### src/rtl/hrrn_pkg.sv
`timescale 1ns / 1ps

package hrrn_pkg;

    localparam int SLOTS  = 16;
    localparam int IDX_W  = (SLOTS > 1) ? $clog2(SLOTS) : 1;
    localparam int CNT_W  = $clog2(SLOTS + 1);
    localparam int JOB_W  = 8;
    localparam int TIME_W = 16;
    localparam int WAIT_W = 32;
    localparam int PROD_W = WAIT_W + 1 + TIME_W;

    localparam logic OP_ARRIVE = 1'b0;
    localparam logic OP_TICK   = 1'b1;

    typedef struct packed {
        logic              op;
        logic [JOB_W-1:0]  job_id;
        logic [TIME_W-1:0] service_time;
    } t_in_word;

    typedef struct packed {
        logic             running_valid;
        logic [JOB_W-1:0] running_job;
        logic             arrival_dropped;
    } t_out_word;

endpackage

### src/rtl/hrrn_ratio_mul.sv
`timescale 1ns / 1ps

// Shared ratio term unit: registered (w + r_add) * r_mul.
module hrrn_ratio_mul
    import hrrn_pkg::*;
(
    input  logic              i_clk,
    input  logic [WAIT_W-1:0] i_w,
    input  logic [TIME_W-1:0] i_r_add,
    input  logic [TIME_W-1:0] i_r_mul,
    output logic [PROD_W-1:0] o_prod
);

    logic [WAIT_W:0]   sum;
    logic [PROD_W-1:0] r_prod;

    assign sum = {1'b0, i_w} + (WAIT_W + 1)'(i_r_add);

    always_ff @(posedge i_clk) begin
        r_prod <= PROD_W'(sum) * PROD_W'(i_r_mul);
    end

    assign o_prod = r_prod;

endmodule

### src/rtl/hrrn_process_scheduler.sv
`timescale 1ns / 1ps

// Highest-response-ratio-next scheduler, non-preemptive. Jobs wait in a table
// of SLOTS entries kept in arrival order. An arrival word appends a job with
// zero wait, or is refused with arrival_dropped set when the table is full.
// A tick word removes a running job whose remaining time has reached zero,
// picks the job with the greatest (wait+remaining)/remaining when none runs
// (exact cross-multiplied compare, earliest arrival wins a tie), decrements
// the running job's remaining time and ages every other job, saturating.
// Every input word yields exactly one output word naming the running job.
// An arrival goes straight to ST_DONE; a tick steps through ST_REMOVE, ST_PICK,
// one ST_LOAD, ST_MUL_A, ST_MUL_B, ST_CMP round for each table entry after
// the first when a new job must be selected, then ST_RUN and ST_DONE. A single
// shared multiplier forms both cross products of each candidate in turn.
// A finished word waits in ST_DONE while the output register is full and
// stalled.
// The input is stalled while a word is in work; the next word may enter
// while the previous result still waits in the output register.
module hrrn_process_scheduler
    import hrrn_pkg::*;
(
    input  logic      i_clk,
    input  logic      i_rst_n,
    input  logic      i_in_valid,
    output logic      o_in_stall,
    input  t_in_word  i_in_word,
    output logic      o_out_valid,
    input  logic      i_out_stall,
    output t_out_word o_out_word
);

    typedef enum logic [3:0] {
        ST_IDLE,
        ST_REMOVE,
        ST_PICK,
        ST_LOAD,
        ST_MUL_A,
        ST_MUL_B,
        ST_CMP,
        ST_RUN,
        ST_DONE
    } t_state;

    // control state
    t_state           r_state;
    logic             r_busy;
    logic [IDX_W-1:0] r_cur;
    logic [CNT_W-1:0] r_count;
    logic             r_out_valid;

    // working payload
    logic [IDX_W-1:0]  r_idx;
    logic [IDX_W-1:0]  r_best_idx;
    logic [WAIT_W-1:0] r_best_w;
    logic [TIME_W-1:0] r_best_r;
    logic [WAIT_W-1:0] r_ca_w;
    logic [TIME_W-1:0] r_ca_r;
    logic [PROD_W-1:0] r_lhs;
    logic              r_drop;
    t_out_word         r_out;

    // job table, one flop row per entry
    logic [JOB_W-1:0]  r_job  [SLOTS];
    logic [TIME_W-1:0] r_rem  [SLOTS];
    logic [WAIT_W-1:0] r_wait [SLOTS];

    logic              in_acc;
    logic              full;
    logic              cur_in;
    logic              finish;
    logic              last_cand;
    logic              greater;
    logic [IDX_W-1:0]  rd_idx;
    logic [JOB_W-1:0]  rd_job;
    logic [TIME_W-1:0] rd_rem;
    logic [WAIT_W-1:0] rd_wait;
    logic [WAIT_W-1:0] mul_w;
    logic [TIME_W-1:0] mul_r_add;
    logic [TIME_W-1:0] mul_r_mul;
    logic [PROD_W-1:0] prod;
    logic [IDX_W-1:0]  new_best;

    assign o_in_stall  = (r_state != ST_IDLE);
    assign in_acc      = i_in_valid && (r_state == ST_IDLE);
    assign o_out_valid = r_out_valid;
    assign o_out_word  = r_out;

    assign full = (r_count == CNT_W'(SLOTS));

    // single read port: candidate under scan while loading, else running job
    assign rd_idx  = (r_state == ST_LOAD) ? r_idx : r_cur;
    assign rd_job  = r_job[rd_idx];
    assign rd_rem  = r_rem[rd_idx];
    assign rd_wait = r_wait[rd_idx];

    assign cur_in    = (CNT_W'(r_cur) < r_count);
    assign finish    = r_busy && cur_in && (rd_rem == '0);
    assign last_cand = (CNT_W'(r_idx) == r_count - CNT_W'(1));

    // first pass forms (wc+rc)*rb, second pass (wb+rb)*rc
    always_comb begin
        if (r_state == ST_MUL_A) begin
            mul_w     = r_ca_w;
            mul_r_add = r_ca_r;
            mul_r_mul = r_best_r;
        end else begin
            mul_w     = r_best_w;
            mul_r_add = r_best_r;
            mul_r_mul = r_ca_r;
        end
    end

    hrrn_ratio_mul u_mul (
        .i_clk   (i_clk),
        .i_w     (mul_w),
        .i_r_add (mul_r_add),
        .i_r_mul (mul_r_mul),
        .o_prod  (prod)
    );

    // strict compare keeps the earlier arrival on a tie
    assign greater  = (r_lhs > prod);
    assign new_best = greater ? r_idx : r_best_idx;

    always_ff @(posedge i_clk) begin
        if (!i_rst_n) begin
            r_state     <= ST_IDLE;
            r_busy      <= 1'b0;
            r_cur       <= '0;
            r_count     <= '0;
            r_out_valid <= 1'b0;
        end else begin
            // drop the output word once taken, unless a new one replaces it
            if (r_out_valid && !i_out_stall && r_state != ST_DONE) begin
                r_out_valid <= 1'b0;
            end
            unique case (r_state)
                ST_IDLE: begin
                    if (in_acc) begin
                        if (i_in_word.op == OP_ARRIVE) begin
                            if (!full) begin
                                r_count <= r_count + CNT_W'(1);
                            end
                            r_drop  <= full;
                            r_state <= ST_DONE;
                        end else begin
                            r_drop  <= 1'b0;
                            r_state <= ST_REMOVE;
                        end
                    end
                end
                ST_REMOVE: begin
                    if (finish) begin
                        r_count <= r_count - CNT_W'(1);
                        r_busy  <= 1'b0;
                        r_cur   <= '0;
                    end
                    r_state <= ST_PICK;
                end
                ST_PICK: begin
                    if (!r_busy && r_count != '0) begin
                        r_best_idx <= '0;
                        r_best_w   <= r_wait[IDX_W'(0)];
                        r_best_r   <= r_rem[IDX_W'(0)];
                        r_idx      <= IDX_W'(1);
                        if (r_count == CNT_W'(1)) begin
                            r_busy  <= 1'b1;
                            r_cur   <= '0;
                            r_state <= ST_RUN;
                        end else begin
                            r_state <= ST_LOAD;
                        end
                    end else begin
                        r_state <= ST_RUN;
                    end
                end
                ST_LOAD: begin
                    r_ca_w  <= rd_wait;
                    r_ca_r  <= rd_rem;
                    r_state <= ST_MUL_A;
                end
                ST_MUL_A: begin
                    r_state <= ST_MUL_B;
                end
                ST_MUL_B: begin
                    // hold the candidate's cross product while the best's is formed
                    r_lhs   <= prod;
                    r_state <= ST_CMP;
                end
                ST_CMP: begin
                    if (greater) begin
                        r_best_idx <= r_idx;
                        r_best_w   <= r_ca_w;
                        r_best_r   <= r_ca_r;
                    end
                    if (last_cand) begin
                        r_busy  <= 1'b1;
                        r_cur   <= new_best;
                        r_state <= ST_RUN;
                    end else begin
                        r_idx   <= r_idx + IDX_W'(1);
                        r_state <= ST_LOAD;
                    end
                end
                ST_RUN: begin
                    r_state <= ST_DONE;
                end
                ST_DONE: begin
                    if (!r_out_valid || !i_out_stall) begin
                        r_out_valid           <= 1'b1;
                        r_out.running_valid   <= r_busy && cur_in;
                        r_out.running_job     <= (r_busy && cur_in) ? rd_job : '0;
                        r_out.arrival_dropped <= r_drop;
                        r_state               <= ST_IDLE;
                    end
                end
                default: begin
                    r_state <= ST_IDLE;
                end
            endcase
        end
    end

    // table updates: append, close the gap behind a finished job, advance time
    always_ff @(posedge i_clk) begin
        if (in_acc && i_in_word.op == OP_ARRIVE && !full) begin
            r_job[IDX_W'(r_count)]  <= i_in_word.job_id;
            r_rem[IDX_W'(r_count)]  <= (i_in_word.service_time == '0) ?
                                       TIME_W'(1) : i_in_word.service_time;
            r_wait[IDX_W'(r_count)] <= '0;
        end else if (r_state == ST_REMOVE && finish) begin
            for (int j = 0; j < SLOTS - 1; j++) begin
                if (IDX_W'(j) >= r_cur) begin
                    r_job[IDX_W'(j)]  <= r_job[IDX_W'(j + 1)];
                    r_rem[IDX_W'(j)]  <= r_rem[IDX_W'(j + 1)];
                    r_wait[IDX_W'(j)] <= r_wait[IDX_W'(j + 1)];
                end
            end
        end else if (r_state == ST_RUN && r_busy && cur_in) begin
            for (int j = 0; j < SLOTS; j++) begin
                if (CNT_W'(j) < r_count) begin
                    if (IDX_W'(j) == r_cur) begin
                        if (r_rem[IDX_W'(j)] != '0) begin
                            r_rem[IDX_W'(j)] <= r_rem[IDX_W'(j)] - TIME_W'(1);
                        end
                    end else if (r_wait[IDX_W'(j)] != '1) begin
                        r_wait[IDX_W'(j)] <= r_wait[IDX_W'(j)] + WAIT_W'(1);
                    end
                end
            end
        end
    end

endmodule

### config.mk
export PLATFORM = sky130hd
export DESIGN_NAME = hrrn_process_scheduler
export DESIGN_NICKNAME = d
export VERILOG_FILES = /design/src/rtl/hrrn_pkg.sv /design/src/rtl/hrrn_ratio_mul.sv /design/src/rtl/hrrn_process_scheduler.sv
export SDC_FILE = /design/constraint.sdc
export NUM_CORES = 2
export LEC_CHECK = 0
export ABC_CLOCK_PERIOD_IN_PS = 16300
export BUFFER_PORTS_ARGS = -buffer_cell sky130_fd_sc_hd__buf_2
export CAP_MARGIN = 0
export CORE_UTILIZATION = 25
export CTS_CLUSTER_SIZE = 40
export DETAILED_ROUTE_END_ITERATION = 10
export GPL_TIMING_DRIVEN = 1
export SLEW_MARGIN = 15
export SYNTH_ARGS = -nofsm -noshare
export SYNTH_HDL_FRONTEND = slang
export SYNTH_SLANG_ARGS = --single-unit
### constraint.sdc
create_clock -name i_clk -period 16.3 [get_ports i_clk]
set_input_delay 3.26 -clock i_clk [delete_from_list [all_inputs] [get_ports i_clk]]
set_output_delay 3.26 -clock i_clk [all_outputs]
set_load 0.05 [all_outputs]
==> flow_metrics.env <==
export IMPL_worstMarginPinSlew_ps=1278
export IMPL_synth_most_common_cell="nand2_1"
export IMPL_period_minus_slack_ps=12140
export IMPL_ys_warn_count=0
export IMPL_cts_repair_resized=0
export IMPL_ys_seq_elements=1124
export IMPL_slew_headroom_pct=14.52
export IMPL_route_detailed_drc=0
export IMPL_grt_overflow=0
export IMPL_fill_cells=37320
export IMPL_cap_violations=0
export IMPL_cts_buffer_depth=4
export IMPL_register_area_mm2=0.03311
export IMPL_criticalPathCategory="reg2reg"
export IMPL_yosys_top_cells_count="nand2_1 (2388), edfxtp_1 (1060), nand3_1 (765), inv_1 (605), nor2_1 (599)"
export IMPL_core_area_mm2=0.3502
export IMPL_required_ps=16920
export IMPL_drt_iter0_drc=8083
export IMPL_io_buffers=40
export IMPL_cts_tree="done"
export IMPL_routedWlPerCell_um=20.31
export IMPL_fmax_ghz=0.08235
export IMPL_track_usage_pct=15.99
export IMPL_slowest_delay_ps=1050
export IMPL_cts_reportedPaths_clkPinSlew_ps=60
export IMPL_clock_latency_ps=810
export IMPL_antenna_found_initial=20
export IMPL_rsz0062_at_grt="no"
export IMPL_num_vias=72410
export IMPL_syn_area_mm2=0.08824
export IMPL_cp_arrival_ps=12760
export IMPL_drive_gt1_share_pct=6.611
export IMPL_area_growth_pct=10.61
export IMPL_start_util_pct=25.19
export IMPL_synth_edff_count=1060
export IMPL_synth_top_area_share_pct=36.07
export IMPL_grt_pass1_vias=69520
export IMPL_ant_nets=0
export IMPL_gr_usage_met3_pct=2.990
export IMPL_grt_pass1_wl_um=441200
export IMPL_end_kind="flip-flop"
export IMPL_htree_levels=4
export IMPL_min_delay_start="u_mul.o_prod[13]"
export IMPL_power_density_mw_per_mm2=130.7
export IMPL_place_inst=14140
export IMPL_fin_skew_ps=88.82
export IMPL_final_hold_violation_count=0
export IMPL_hold_buffers=0
export IMPL_grt_busiest_layer="met2"
export IMPL_hp_class="reg2reg"
export IMPL_outcome="completed"
export IMPL_dr_pass1_iters=6
export IMPL_setup_violations=0
export IMPL_met1_usage_pct=21.90
export IMPL_ys_flop_type="edfxtp_1"
export IMPL_synth_area_top_cells="edfxtp_1 (36%), nand2_1 (10%), fa_1 (9.8%), nand3_1 (4.3%), xor2_1 (4.0%)"
export IMPL_postSynthCellCount=9900
export IMPL_crit_family="compound AO/OA/AOI/OAI gates"
export IMPL_fin_util_pct=27.87
export IMPL_leakagePower_nw=37.62
export IMPL_async_flop_share_pct=0
export IMPL_multi_input_area_mm2=0.05078
export IMPL_crit_path_frequent_cell="fa_1"
export IMPL_crit_path_start_kind="flip-flop"
export IMPL_wirelength_um=292100
export IMPL_fp_dieW_um=596.1
export IMPL_fin_cells=14380
export IMPL_fp_row_count=217
export IMPL_cts_buffers=138
export IMPL_die_h_um=596.1
export IMPL_viasPerCell=5.036
export IMPL_die_area_mm2=0.3553
export IMPL_yosysTopAreaCell="edfxtp_1"
export IMPL_post_dp_hpwl_um=220500
export IMPL_critPathBufInv=2
export IMPL_clockRootBuffer="clkbuf_16"
export IMPL_ys_seq_area_share_pct=37.53
export IMPL_synth_net_count=10600
export IMPL_nNetsFinal=10380
export IMPL_cts_setup_buffers=0
export IMPL_yosysUniqueCellTypes=91
export IMPL_cp_slowest_cell="xnor2_1"
export IMPL_syn_area_per_cell_um2=8.913
export IMPL_slew_violations=0
export IMPL_r2r_start="r_state[2]"
export IMPL_crit_fanout=55
export IMPL_gp_congestion=0.9623
export IMPL_grt_max_degree=159
export IMPL_cts_num_sinks=1124
export IMPL_ios=41
export IMPL_min_period_over_period_pct=74.50
export IMPL_cp_startpoint="r_state[2]"
export IMPL_use_met2_pct=24.99
export IMPL_ir_worst_vdd_mv=0.3693
export IMPL_setup_tns_ps=0
-- worst paths after layout --
check                endpoint  slack (ps)  cells past startpoint
min reg2reg         r_lhs[13]         390                      0
min                 r_lhs[13]         390                      0
max reg2reg  u_mul.o_prod[48]        4160                     31
max          u_mul.o_prod[48]        4160                     31
-- where the power goes --
| part | switching [mW] | leakage (nW) | internal (mW) |
|---|---|---|---|
| registers | 0.0595 | 9.48 | 3.35 |
| clock network | 1.27 | 2.04 | 1.69 |
| logic | 3.66 | 26.1 | 2.73 |
| total | 4.99 | 37.6 | 7.77 |
-- metrics by stage --
stage               cell area [um^2]  setup WS, ps  total power, mW  hold slack (ps)
floorplan                      88240          4344            8.436            400.3
CTS                            97570          4180            12.89            387.8
detailed placement             93410          4278            9.912            413.1
finish                         97600          4156            12.76            394.9
global placement               93410          4420            9.842            412.4
global route                   97590          3421            13.85            398.6
-- registers in the layout, indices dropped and copies added, names as in the netlist --
register / count
r_rem: 256
r_wait: 512
r_cur: 4
r_state: 4
r_busy: 1
r_best_w: 32
r_ca_w: 32
r_job: 128
r_best_idx: 4
o_out_word: 10
r_lhs: 49
r_count: 5
r_idx: 4
r_drop: 1
o_out_valid: 1
r_ca_r: 16
r_best_r: 16
u_mul.o_prod: 49
-- layout by cell type, fill, tap and decap left out, types with 84 or more instances in the layout --
master,netlist,layout
ha_1,242,242
buf_4,4,160
xnor2_1,381,381
a21oi_1,150,150
clkbuf_16,0,140
and2_1,87,85
nor3_1,146,142
mux2i_1,156,150
nand2_1,2388,2388
and3_1,178,177
inv_1,605,605
a31oi_1,94,94
nor2_1,599,597
xor2_1,404,404
fa_1,433,433
o21ai_0,447,447
nand3_1,765,763
a22o_1,84,84
nand4_1,107,107
mux2_2,163,163
edfxtp_1,1060,1060
-- worst register-to-register path: cells and delay by family, from the launching register on --
family                   cells  cell delay, ps
AND/OR/NAND/NOR              9            1930
AO/OA/AOI/OAI               10            4020
buffers and inverters        2             360
XOR/XNOR                     1            1050
adder cells (fa/ha/maj)      8            3700
multiplexers                 1             230
flip-flops                   1             640
-- layout make-up --
cell class              count  share of cell area, %
diodes                     10                0.02564
clock inverters            70                 0.5654
clock buffers             162                  3.695
flip-flops and latches   1124                  33.93
well taps                4599                  5.896
repair buffers            204                  1.518
multi-input cells        7601                  52.03
inverters                 610                  2.346
-- per-layer routing --
layer  up-vias  share of wire [%]
met5         -             0.0072
met4         4                4.0
met3       549                8.8
met2      3080                 44
met1     35230                 43
li1      33550                  -
-- logic make-up after synthesis --
group                      Yosys count  share of synthesized area (%)
muxes                              355                          4.475
buffers and inverters             1175                          5.173
adders and majority gates          675                          13.26
AOI/OAI and AO/OA                 1238                          8.965
and+or+nand+nor                   4548                          22.81
xor gates and xnor gates           785                          7.792
DFF                               1124                          37.53
No activity file was read; power rests on OpenSTA's default activity.
